===== src/fcv_pkg.sv =====
// ----------------------------------------------------------------------------
// fcv_pkg
// Shared types and constants for the full linear convolution block.
// ----------------------------------------------------------------------------
package fcv_pkg;

    // Exact Q7.30 accumulator width of one convolution output
    localparam int SUM_W     = 37;
    // Width of the kernel length register
    localparam int CFG_W     = 6;
    // Width of the tap index field
    localparam int TAP_IDX_W = 5;

    // Operation codes carried by an input item
    localparam logic OP_TAP    = 1'b0;
    localparam logic OP_SAMPLE = 1'b1;

    typedef enum logic [1:0] {
        ST_IDLE,
        ST_MAC,
        ST_DRAIN,
        ST_EMIT
    } fcv_state_t;

endpackage


===== src/fcv_in_if.sv =====
// ----------------------------------------------------------------------------
// fcv_in_if
// Input channel: kernel tap loads and signal samples.
// ----------------------------------------------------------------------------
interface fcv_in_if #(
    parameter int SAMPLE_BITS = 16
);
    logic                                valid;
    logic                                ready;
    logic                                op;
    logic [fcv_pkg::TAP_IDX_W-1:0]       tap_index;
    logic signed [SAMPLE_BITS-1:0]       value;
    logic                                last_sample;

    modport source (output valid, op, tap_index, value, last_sample, input ready);
    modport sink   (input valid, op, tap_index, value, last_sample, output ready);
endinterface


===== src/fcv_cfg_if.sv =====
// ----------------------------------------------------------------------------
// fcv_cfg_if
// Configuration write channel for the kernel length register.
// ----------------------------------------------------------------------------
interface fcv_cfg_if;
    logic                          valid;
    logic                          ready;
    logic [fcv_pkg::CFG_W-1:0]     data;

    modport source (output valid, data, input ready);
    modport sink   (input valid, data, output ready);
endinterface


===== src/fcv_out_if.sv =====
// ----------------------------------------------------------------------------
// fcv_out_if
// Output channel: convolution outputs with end-of-frame flag.
// ----------------------------------------------------------------------------
interface fcv_out_if;
    logic                              valid;
    logic                              ready;
    logic signed [fcv_pkg::SUM_W-1:0]  conv_sum;
    logic                              end_of_frame;

    modport source (output valid, conv_sum, end_of_frame, input ready);
    modport sink   (input valid, conv_sum, end_of_frame, output ready);
endinterface


===== src/full_linear_convolution.sv =====
// ----------------------------------------------------------------------------
// full_linear_convolution
// Direct-form full linear convolution of a streamed signal with a kernel.
// ----------------------------------------------------------------------------
// Load the kernel first: each op-0 item writes one Q1.15 tap. Each op-1
// item is a signal sample; it yields one exact 37-bit Q7.30 output, the sum
// over j < l of tap[j] * history[j] with history[0] the new sample. The
// sample flagged last_sample also yields the l-1 tail outputs (zeros shifted
// in), the final one carrying end_of_frame, after which the history reads as
// zero again. l is kernel_length clamped to 1..MAX_TAPS and is taken when the
// sample is accepted. One shared multiply-accumulate walks the taps through
// the single read port of each memory: for each sample and each tail output
// it issues the l taps in turn, drains its pipeline and then loads the output
// register, and no new item is taken until then. The output register lets
// the next item in while a result waits to be taken; the block stalls only
// if a new output is ready before the previous one has left. No clearing
// pass is needed after reset.
// ----------------------------------------------------------------------------
module full_linear_convolution #(
    parameter int MAX_TAPS    = 32,
    parameter int SAMPLE_BITS = 16
) (
    input  logic      clk,
    input  logic      rst_n,
    fcv_cfg_if.sink   cfg,
    fcv_in_if.sink    din,
    fcv_out_if.source dout
);

    // Address width of both memories; history depth is the next power of two
    localparam int IDX_W      = $clog2(MAX_TAPS);
    localparam int HIST_DEPTH = 1 << IDX_W;
    // Wide enough to hold MAX_TAPS itself
    localparam int LEN_W      = $clog2(MAX_TAPS + 1);
    localparam int PROD_W     = 2 * SAMPLE_BITS;
    localparam int SUM_W      = fcv_pkg::SUM_W;

    // ------------------------------------------------------------------
    // Storage
    // ------------------------------------------------------------------
    // Kernel taps: undefined until written, no valid bits.
    logic signed [SAMPLE_BITS-1:0] tap_mem  [MAX_TAPS];
    // Sample history as a circular buffer; wp_reg points at the newest.
    // Entries at distance >= hist_fill_reg from it read as zero.
    logic signed [SAMPLE_BITS-1:0] hist_mem [HIST_DEPTH];

    fcv_pkg::fcv_state_t state_reg, state_next;

    logic [fcv_pkg::CFG_W-1:0]     kernel_length_reg;
    logic [LEN_W-1:0]              len_reg;         // l latched per sample
    logic [LEN_W-1:0]              rem_reg;         // tail outputs still due
    logic                          frame_last_reg;  // current sample ends frame
    logic [LEN_W-1:0]              hist_fill_reg;   // valid history depth
    logic [IDX_W-1:0]              wp_reg;
    logic [IDX_W-1:0]              j_reg;           // tap being issued

    // MAC pipeline
    logic                          s1_vld_reg;
    logic                          s1_hv_reg;
    logic signed [SAMPLE_BITS-1:0] tap_q_reg;
    logic signed [SAMPLE_BITS-1:0] hist_q_reg;
    logic                          s2_vld_reg;
    logic signed [PROD_W-1:0]      prod_reg;
    logic signed [SUM_W-1:0]       acc_reg;

    // Output register
    logic                          out_valid_reg;
    logic signed [SUM_W-1:0]       out_sum_reg;
    logic                          out_eof_reg;

    // ------------------------------------------------------------------
    // Control decode
    // ------------------------------------------------------------------
    logic                  in_ready;
    logic                  push_sample;
    logic                  load_tap;
    logic                  slot_free;
    logic                  emit;
    logic                  push_zero;
    logic                  issue;
    logic                  last_issue;
    logic                  drained;
    logic                  frame_done;
    logic [LEN_W-1:0]      len_calc;
    logic [LEN_W-1:0]      len_m1;
    logic [IDX_W-1:0]      wp_inc;
    logic [IDX_W-1:0]      hist_raddr;
    logic signed [SAMPLE_BITS-1:0] hist_op;

    // Clamp kernel length to 1..MAX_TAPS
    always_comb
    begin
        if (kernel_length_reg == '0)
        begin
            len_calc = LEN_W'(1);
        end
        else if (32'(kernel_length_reg) > MAX_TAPS)
        begin
            len_calc = LEN_W'(MAX_TAPS);
        end
        else
        begin
            len_calc = LEN_W'(kernel_length_reg);
        end
    end

    assign len_m1     = len_reg - LEN_W'(1);
    assign wp_inc     = wp_reg + IDX_W'(1);
    assign hist_raddr = wp_reg - j_reg;

    // Next state
    always_comb
    begin
        state_next = state_reg;
        unique case (state_reg)
            fcv_pkg::ST_IDLE:
            begin
                if (push_sample)
                begin
                    state_next = fcv_pkg::ST_MAC;
                end
            end
            fcv_pkg::ST_MAC:
            begin
                if (last_issue)
                begin
                    state_next = fcv_pkg::ST_DRAIN;
                end
            end
            fcv_pkg::ST_DRAIN:
            begin
                if (drained)
                begin
                    state_next = fcv_pkg::ST_EMIT;
                end
            end
            fcv_pkg::ST_EMIT:
            begin
                if (emit)
                begin
                    state_next = push_zero ? fcv_pkg::ST_MAC : fcv_pkg::ST_IDLE;
                end
            end
            default:
            begin
                state_next = fcv_pkg::ST_IDLE;
            end
        endcase
    end

    // State outputs
    always_comb
    begin
        in_ready    = (state_reg == fcv_pkg::ST_IDLE);
        push_sample = in_ready && din.valid && (din.op == fcv_pkg::OP_SAMPLE);
        load_tap    = in_ready && din.valid && (din.op == fcv_pkg::OP_TAP);
        slot_free   = !out_valid_reg || dout.ready;
        emit        = (state_reg == fcv_pkg::ST_EMIT) && slot_free;
        push_zero   = emit && (rem_reg != '0);
        frame_done  = emit && (rem_reg == '0) && frame_last_reg;
        issue       = (state_reg == fcv_pkg::ST_MAC);
        last_issue  = issue && (j_reg == IDX_W'(len_m1));
        drained     = (state_reg == fcv_pkg::ST_DRAIN) && !s1_vld_reg && !s2_vld_reg;
    end

    assign din.ready = in_ready;
    assign cfg.ready = 1'b1;

    // ------------------------------------------------------------------
    // Memories
    // ------------------------------------------------------------------
    always_ff @(posedge clk)
    begin
        if (load_tap && (32'(din.tap_index) < MAX_TAPS))
        begin
            tap_mem[IDX_W'(din.tap_index)] <= din.value;
        end
        tap_q_reg <= tap_mem[j_reg];
    end

    always_ff @(posedge clk)
    begin
        if (push_sample)
        begin
            hist_mem[wp_inc] <= din.value;
        end
        else if (push_zero)
        begin
            hist_mem[wp_inc] <= '0;
        end
        hist_q_reg <= hist_mem[hist_raddr];
    end

    // ------------------------------------------------------------------
    // Control registers
    // ------------------------------------------------------------------
    always_ff @(posedge clk or negedge rst_n)
    begin
        if (!rst_n)
        begin
            state_reg         <= fcv_pkg::ST_IDLE;
            kernel_length_reg <= fcv_pkg::CFG_W'(1);
            len_reg           <= LEN_W'(1);
            rem_reg           <= '0;
            frame_last_reg    <= 1'b0;
            hist_fill_reg     <= '0;
            wp_reg            <= '0;
            j_reg             <= '0;
            s1_vld_reg        <= 1'b0;
            s2_vld_reg        <= 1'b0;
            out_valid_reg     <= 1'b0;
        end
        else
        begin
            state_reg <= state_next;

            if (cfg.valid)
            begin
                kernel_length_reg <= cfg.data;
            end

            if (push_sample)
            begin
                len_reg        <= len_calc;
                rem_reg        <= din.last_sample ? (len_calc - LEN_W'(1)) : '0;
                frame_last_reg <= din.last_sample;
            end
            else if (push_zero)
            begin
                rem_reg <= rem_reg - LEN_W'(1);
            end

            if (push_sample || push_zero)
            begin
                wp_reg <= wp_inc;
                j_reg  <= '0;
                if (32'(hist_fill_reg) < MAX_TAPS)
                begin
                    hist_fill_reg <= hist_fill_reg + LEN_W'(1);
                end
            end
            else
            begin
                if (issue && !last_issue)
                begin
                    j_reg <= j_reg + IDX_W'(1);
                end
                // End of frame: history reads as zero from here on
                if (frame_done)
                begin
                    hist_fill_reg <= '0;
                end
            end

            s1_vld_reg <= issue;
            s2_vld_reg <= s1_vld_reg;

            if (emit)
            begin
                out_valid_reg <= 1'b1;
            end
            else if (dout.ready)
            begin
                out_valid_reg <= 1'b0;
            end
        end
    end

    // ------------------------------------------------------------------
    // MAC datapath
    // ------------------------------------------------------------------
    always_comb
    begin
        hist_op = hist_q_reg;
        if (!s1_hv_reg)
        begin
            hist_op = '0;
        end
    end

    always_ff @(posedge clk)
    begin
        s1_hv_reg <= (LEN_W'(j_reg) < hist_fill_reg);
        prod_reg  <= tap_q_reg * hist_op;
        if (push_sample || push_zero)
        begin
            acc_reg <= '0;
        end
        else if (s2_vld_reg)
        begin
            acc_reg <= acc_reg + SUM_W'(prod_reg);
        end
        if (emit)
        begin
            out_sum_reg <= acc_reg;
            out_eof_reg <= frame_last_reg && (rem_reg == '0);
        end
    end

    assign dout.valid        = out_valid_reg;
    assign dout.conv_sum     = out_sum_reg;
    assign dout.end_of_frame = out_eof_reg;

    // ------------------------------------------------------------------
    // Assertions
    // ------------------------------------------------------------------
`ifndef SYNTHESIS
    // A sample starts a computation, so the next cycle cannot take an item
    a_sample_blocks: assert property (@(posedge clk) disable iff (!rst_n)
        push_sample |=> !din.ready)
        else $error("input taken while a sample is being computed");

    // The issue index never reaches the latched length
    a_issue_range: assert property (@(posedge clk) disable iff (!rst_n)
        issue |-> (LEN_W'(j_reg) < len_reg))
        else $error("tap index past kernel length");

    // Products only reach the accumulator while a sum is being built
    a_pipe_state: assert property (@(posedge clk) disable iff (!rst_n)
        s2_vld_reg |-> (state_reg == fcv_pkg::ST_MAC || state_reg == fcv_pkg::ST_DRAIN))
        else $error("product in flight outside accumulation");

    // Tail outputs are only owed on the last sample of a frame
    a_tail_last: assert property (@(posedge clk) disable iff (!rst_n)
        (rem_reg != '0) |-> frame_last_reg)
        else $error("tail outputs pending without last sample");
`endif

endmodule


===== src/flat_wrapper.sv =====
// flat-port wrapper written by rule: the top's interface ports become plain ports
module full_linear_convolution_flat 
#(
    parameter int MAX_TAPS    = 32,
    parameter int SAMPLE_BITS = 16
)
  (clk, rst_n, cfg_valid, cfg_data, cfg_ready, din_valid, din_op, din_tap_index, din_value, din_last_sample, din_ready, dout_valid, dout_conv_sum, dout_end_of_frame, dout_ready);
  fcv_cfg_if cfg_i ();
  fcv_in_if #(.SAMPLE_BITS(SAMPLE_BITS)) din_i ();
  fcv_out_if dout_i ();
  input  logic clk;
  input  logic rst_n;
  input wire logic [$bits(cfg_i.valid)-1:0] cfg_valid;
  input wire logic [$bits(cfg_i.data)-1:0] cfg_data;
  output wire logic [$bits(cfg_i.ready)-1:0] cfg_ready;
  input wire logic [$bits(din_i.valid)-1:0] din_valid;
  input wire logic [$bits(din_i.op)-1:0] din_op;
  input wire logic [$bits(din_i.tap_index)-1:0] din_tap_index;
  input wire logic [$bits(din_i.value)-1:0] din_value;
  input wire logic [$bits(din_i.last_sample)-1:0] din_last_sample;
  output wire logic [$bits(din_i.ready)-1:0] din_ready;
  output wire logic [$bits(dout_i.valid)-1:0] dout_valid;
  output wire logic [$bits(dout_i.conv_sum)-1:0] dout_conv_sum;
  output wire logic [$bits(dout_i.end_of_frame)-1:0] dout_end_of_frame;
  input wire logic [$bits(dout_i.ready)-1:0] dout_ready;
  assign cfg_i.valid = cfg_valid;
  assign cfg_i.data = cfg_data;
  assign cfg_ready = cfg_i.ready;
  assign din_i.valid = din_valid;
  assign din_i.op = din_op;
  assign din_i.tap_index = din_tap_index;
  assign din_i.value = din_value;
  assign din_i.last_sample = din_last_sample;
  assign din_ready = din_i.ready;
  assign dout_valid = dout_i.valid;
  assign dout_conv_sum = dout_i.conv_sum;
  assign dout_end_of_frame = dout_i.end_of_frame;
  assign dout_i.ready = dout_ready;
  full_linear_convolution #(.MAX_TAPS(MAX_TAPS), .SAMPLE_BITS(SAMPLE_BITS)) u_core (.clk(clk), .rst_n(rst_n), .cfg(cfg_i), .din(din_i), .dout(dout_i));
endmodule

===== config.mk =====
export PLATFORM = sky130hd
export DESIGN_NAME = full_linear_convolution_flat
export DESIGN_NICKNAME = d
export VERILOG_FILES = /design/src/fcv_pkg.sv /design/src/fcv_in_if.sv /design/src/fcv_cfg_if.sv /design/src/fcv_out_if.sv /design/src/full_linear_convolution.sv /design/src/flat_wrapper.sv
export SDC_FILE = /design/constraint.sdc
export NUM_CORES = 2
export LEC_CHECK = 0
export BUFFER_PORTS_ARGS = -buffer_cell sky130_fd_sc_hd__buf_2
export CORE_MARGIN = 2
export CORE_UTILIZATION = 65
export DETAILED_ROUTE_END_ITERATION = 16
export PLACE_DENSITY = 0.79
export SETUP_SLACK_MARGIN = 0.3
export SYNTH_ARGS = -nofsm -noshare
export SYNTH_HDL_FRONTEND = slang
export SYNTH_SLANG_ARGS = --single-unit
export TNS_END_PERCENT = 100

===== constraint.sdc =====
create_clock -name clk -period 11.1 [get_ports clk]
set_input_delay 1.11 -clock clk [delete_from_list [all_inputs] [get_ports clk]]
set_output_delay 1.11 -clock clk [all_outputs]
set_load 0.01 [all_outputs]

# --- Word level (Yosys, flattened, before mapping) ---
# Memory sizes are Yosys's and may differ from the RTL's. A register that Yosys moved wholly into a read port is not among the register bits.
# Index checks and enable logic that the tools add are counted.
word_totals:
  reg_bits: 147
  ram_bits: 1024
  input_bits: 34
  mem_count: 2
mem_list:
  columns: ["name", "depth", "word_bits", "rd", "rd_clocked_by_memory_dff", "write_ports", "line", "source"]
  rows:
  - ["u_core.hist_mem", 32, 16, 1, 1, 1, "full_linear_convolution.sv:45", "logic signed [SAMPLE_BITS-1:0] hist_mem [HIST_DEPTH];"]
  - ["u_core.tap_mem", 32, 16, 1, 1, 1, "full_linear_convolution.sv:42", "logic signed [SAMPLE_BITS-1:0] tap_mem [MAX_TAPS];"]
classes:
  n_addsub: 8
  multipliers: 1
  magnitude_cmp: 3
  eq_ne: 9
  muxes: 27
  bitwise_logic: 2
  reduce_logical: 28
ops:
  columns: ["operator", "n"]
  rows:
  - ["2-to-1 mux 6 bit", 8]
  - ["adder 37 x 32 -> 37 bit", 1]
  - ["multiplier 16 x 16 -> 32 bit", 1]
  - ["2-to-1 mux 16 bit", 2]
  - ["logical AND 1 bit", 12]
  - ["logical NOT 6 bit", 2]
  - ["subtractor 6 x 1 -> 6 bit (second input constant)", 2]
  - ["adder 5 x 1 -> 5 bit (second input constant)", 2]
  - ["2-to-1 mux 1 bit", 10]
  - ["2-to-1 mux 5 bit", 2]
  - ["2-to-1 mux 2 bit", 4]
  - ["one-hot mux 2 bit (4 select lines)", 1]
  - ["nonzero test 2 bit", 4]
  - ["adder 6 x 1 -> 6 bit (second input constant)", 1]
  - ["> comparator 6 bit (second input constant)", 1]
  - ["less-than comparator 5 x 6 -> 1 bit", 1]
  - ["less-than comparator 6 bit (second input constant)", 1]
  - ["inequality test 2 x 1 -> 1 bit (second input constant)", 3]
  - ["nonzero test 6 bit", 1]
  - ["equality test 5 bit", 1]
  - ["subtractor 5 x 1 -> 5 bit (second input constant)", 1]
  - ["subtractor 5 bit", 1]
  - ["equality test 2 bit (second input constant)", 2]
  - ["logical NOT 1 bit", 4]
  - ["8 further kinds", 10]

# --- Depth between registers and ports, before layout ---
logic_depth:
  word_depth: 8
  mapped_depth: 26

# --- Worst setup path before layout ---
# No wires, ideal clock.
synth_path:
  path_kind: "reg-to-reg"
  from: "reg u_core.s1_hv_reg"
  to: "reg u_core.prod_reg[30]"
  t_arrival_ps: 6186
  t_required_ps: 11028
  slack_ps: 4842
  stages_incl_launch_ff: 24
  path_buffers: 2
  synth_period_minus_slack_ps: 6258
  cell_sequence: "dfxtp_1 -> clkbuf_1 -> and2_1 -> clkbuf_1 -> nand2_1 -> fa_1 -> fa_1 -> fa_1 -> fa_1 -> inv_1 -> fa_1 -> inv_1 -> fa_1 -> inv_1 -> ha_1 -> a21o_1 -> a41oi_2 -> o21ai_1 -> a31o_2 -> a41oi_2 -> a31oi_1 -> a221o_1 -> a21oi_1 -> xnor2_1"
synth_between:
  elab_chain_len: 2
synth_rtl:
  columns: ["item", "line", "source"]
  rows:
  - ["start: declaration", "full_linear_convolution.sv:59", "logic s1_hv_reg;"]
  - ["start signal: assignment", "full_linear_convolution.sv:283", "s1_hv_reg <= (LEN_W'(j_reg) < hist_fill_reg);"]
  - ["2-to-1 mux 16 bit", "full_linear_convolution.sv:275", "if (!s1_hv_reg)"]
  - ["multiplier 16 x 16 -> 32 bit", "full_linear_convolution.sv:284", "prod_reg <= tap_q_reg * hist_op;"]
  - ["end signal: assignment", "full_linear_convolution.sv:284", null]
  - ["end: declaration", "full_linear_convolution.sv:63", "logic signed [PROD_W-1:0] prod_reg;"]
# Every way passes these cells.
# A chain may end at the register's enable or synchronous reset.

# --- Final worst setup path ---
layout_path:
  from: "reg u_core.s1_hv_reg"
  to: "reg u_core.prod_reg[31]"
# The elaborated chain is that of the path after synthesis.

==> impl_metrics.yaml <==
synthesis:
  synth-seq-cells: 1203
  synth_edf_count: 1062
  syn_area_sq_um: 56980
  yosys.area.top_type: "edfxtp_1"
  yosysUniqueCellTypes: 71
  async_reset_ff_frac: 0.03242
  ys_warn_count: 0
  ys_seq_area_frac: 0.6127
  synthFlopType: "edfxtp_1"
  syn_inst: 3415
  synthTopCellsByArea: "edfxtp_1, mux4_2, fa_1, dfxtp_1, ha_1"
  syn_area_per_cell_sq_um: 16.68
  synthDominantCellAreaShare: 0.5597
  syn-num-nets: 3853
timing:
  maxClockFrequency_mhz: 127.2
  fin_setup_tns_ns: 0
  setup_violations: 0
  rsz0062_at_grt: "false"
  hold_viol_final: 0
  finalCriticalPeriod_ns: 7.861
  layout_setup_ws_ns: 3.239
  tightest_slew_ns: 1.305
  clock_skew_ns: 0.03785
  max_slew_margin: 0.1297
  post-route-period-util: 0.7082
  slew_viol_final: 0
  timing.hold.ws_ns: 0.3719
placed_design:
  dp_slack_ns: 3.273
  hpwlAfterDp_mm: 82.50
  numPortBuffers: 73
  finalWeightedCongestion: 0.9502
detailed_routing:
  drc_errors: 0
  drt_iter0_drc: 3558
  via_per_inst: 6.558
  antenna_left: 0
  routed_wl_mm: 137.9
  detail_route.wl_per_cell_um: 28.79
  vias: 31410
  drt_pre_antenna_iters: 6
run:
  drv_cap: 0
clocking:
  clock-sinks: 1203
  clk_pin_slew_ns: 0.06
  cts_buffer_depth: 3
  htreeDepth: 3
  postCtsSetupBuffers: 0
  hold_buffers: 0
  cts_tree: "done"
  clk_latency_ns: 0.72
  cts_resized: 0
  clockRootBuffer: "clkbuf_16"
  cts_buffers: 111
die:
  die_area_sq_um: 90040
  die_y_um: 300.1
  core_area_sq_um: 86750
  die-width_um: 300.1
  pin_count: 75
  rows: 108
  start_util: 0.6568
min_path:
  timing.hold.worst.class: "reg -> reg"
  hold_depth: 0
  worstHoldStart: "u_core.s1_vld_reg"
grt:
  grt_pass1_vias: 32900
  antenna_found_initial: 10
  gr-total-overflow: 0
  groute.usage.overall: 0.3168
  grt_pass1_wl_mm: 207.7
  grt_max_degree: 99
final_layout:
  nets: 3968
  final_common_cell: "edfxtp_1"
  mostFrequentLayoutCells: "edfxtp_1, inv_1, mux4_2"
  top_regs: "u_core.hist_mem: 512 flops, u_core.tap_mem: 512 flops"
  final_layout_size_suffix_gt1_frac: 0.1966
  fill_cells: 5158
  area_growth_pct: 9.831
setup_path:
  r2r_cells: 23
  r2r_slack_ns: 3.24
  r2r-start: "u_core.s1_hv_reg"
  crit_fanout: 81
  crit_path_end_kind: "flip-flop"
  endpoint: "u_core.prod_reg[31]"
  r2r-end: "u_core.prod_reg[31]"
  crit_required_ns: 11.71
  criticalPathCategory: "reg -> reg"
  crit_path_start_kind: "flip-flop"
  cp-startpoint: "u_core.s1_hv_reg"
  arrival_ns: 8.47
outcome:
  status: "finished clean"
synth_stat cells (23+ instances only):
| cell | number |
|---|---|
| a21o_1 | 27 |
| a21oi_1 | 61 |
| and2_1 | 34 |
| and3_1 | 127 |
| clkbuf_1 | 120 |
| dfrtp_1 | 37 |
| dfxtp_1 | 102 |
| edfxtp_1 | 1062 |
| fa_1 | 264 |
| ha_1 | 140 |
| inv_1 | 329 |
| mux2_2 | 39 |
| mux2i_1 | 23 |
| mux4_2 | 320 |
| nand2_1 | 184 |
| nand3_1 | 33 |
| nor2_1 | 162 |
| o21ai_0 | 43 |
| xnor2_1 | 65 |
| xor2_1 | 24 |
per-stage QoR:
step	utilization	area (sq um)	std cells
2_1_floorplan	-	56980	3415
3_3_place_gp	0.6788	58890	4572
3_5_place_dp	0.6788	58890	4572
4_1_cts	0.7211	62560	4781
5_1_grt	0.7211	62560	4782
6_report	0.7213	62580	4790
per-layer routing:
layer / up-vias / track usage / wire (um)
met2: 1977 / 0.5084 / 67550
met1: 16140 / 0.4399 / 51600
li1: 12950 / - / -
met4: 10 / 0.1302 / 5575
met5: - / 0 / 59
met3: 333 / 0.05528 / 13140
critical path: stages (launching register included):
cell and delay (ns):
dfxtp_2 0.91, buf_4 0.61, and2_1 0.44, nand2_1 0.14, fa_1 0.54, fa_1 0.57
fa_1 0.45, fa_1 0.54, inv_1 0.05, fa_1 0.47, inv_1 0.05, fa_1 0.47
inv_1 0.05, ha_1 0.38, o21ai_0 0.11, o21ai_0 0.26, o211ai_1 0.21, a2bb2oi_1 0.20
a311oi_1 0.47, nand4_1 0.19, nand4_1 0.14, a31oi_1 0.12, o21ai_0 0.23, xnor2_1 0.15
logic make-up after synthesis:
group,after synthesis,share of synthesized area
AND/OR/NAND/NOR,631,0.05363
buffers and inverters,477,0.03158
other,1,0.00006582
AO/OA/AOI/OAI,228,0.02659
flip-flops,1203,0.6127
adder cells (fa/ha/maj),404,0.1235
multiplexers,382,0.1382
XOR/XNOR,89,0.01368
layout make-up:
| type | instances | area [sq um] | share of cell area |
|---|---|---|---|
| antenna | 9 | 22.52 | 0.0003599 |
| inverter | 331 | 1242 | 0.01985 |
| multi-input combinational | 1735 | 20340 | 0.3250 |
| clock buffer | 141 | 3022 | 0.04829 |
| timing repair buffer | 148 | 940.9 | 0.01504 |
| tap | 1155 | 1445 | 0.02309 |
| clock inverter | 68 | 645.6 | 0.01032 |
| sequential | 1203 | 34920 | 0.5581 |
how the worst min path moves through the flow:
stage                   endpoint  slack (ns)
2_1_floorplan  u_core.s2_vld_reg        0.35
6_report       u_core.s2_vld_reg        0.37
3_3_place_gp   u_core.s2_vld_reg        0.36
4_1_cts        u_core.s2_vld_reg        0.38
5_1_grt        u_core.s2_vld_reg        0.41
3_5_place_dp   u_core.s2_vld_reg        0.36
Power is not shown: default switching activity piles up to over one toggle a cycle in this logic, so the estimate is an artifact.
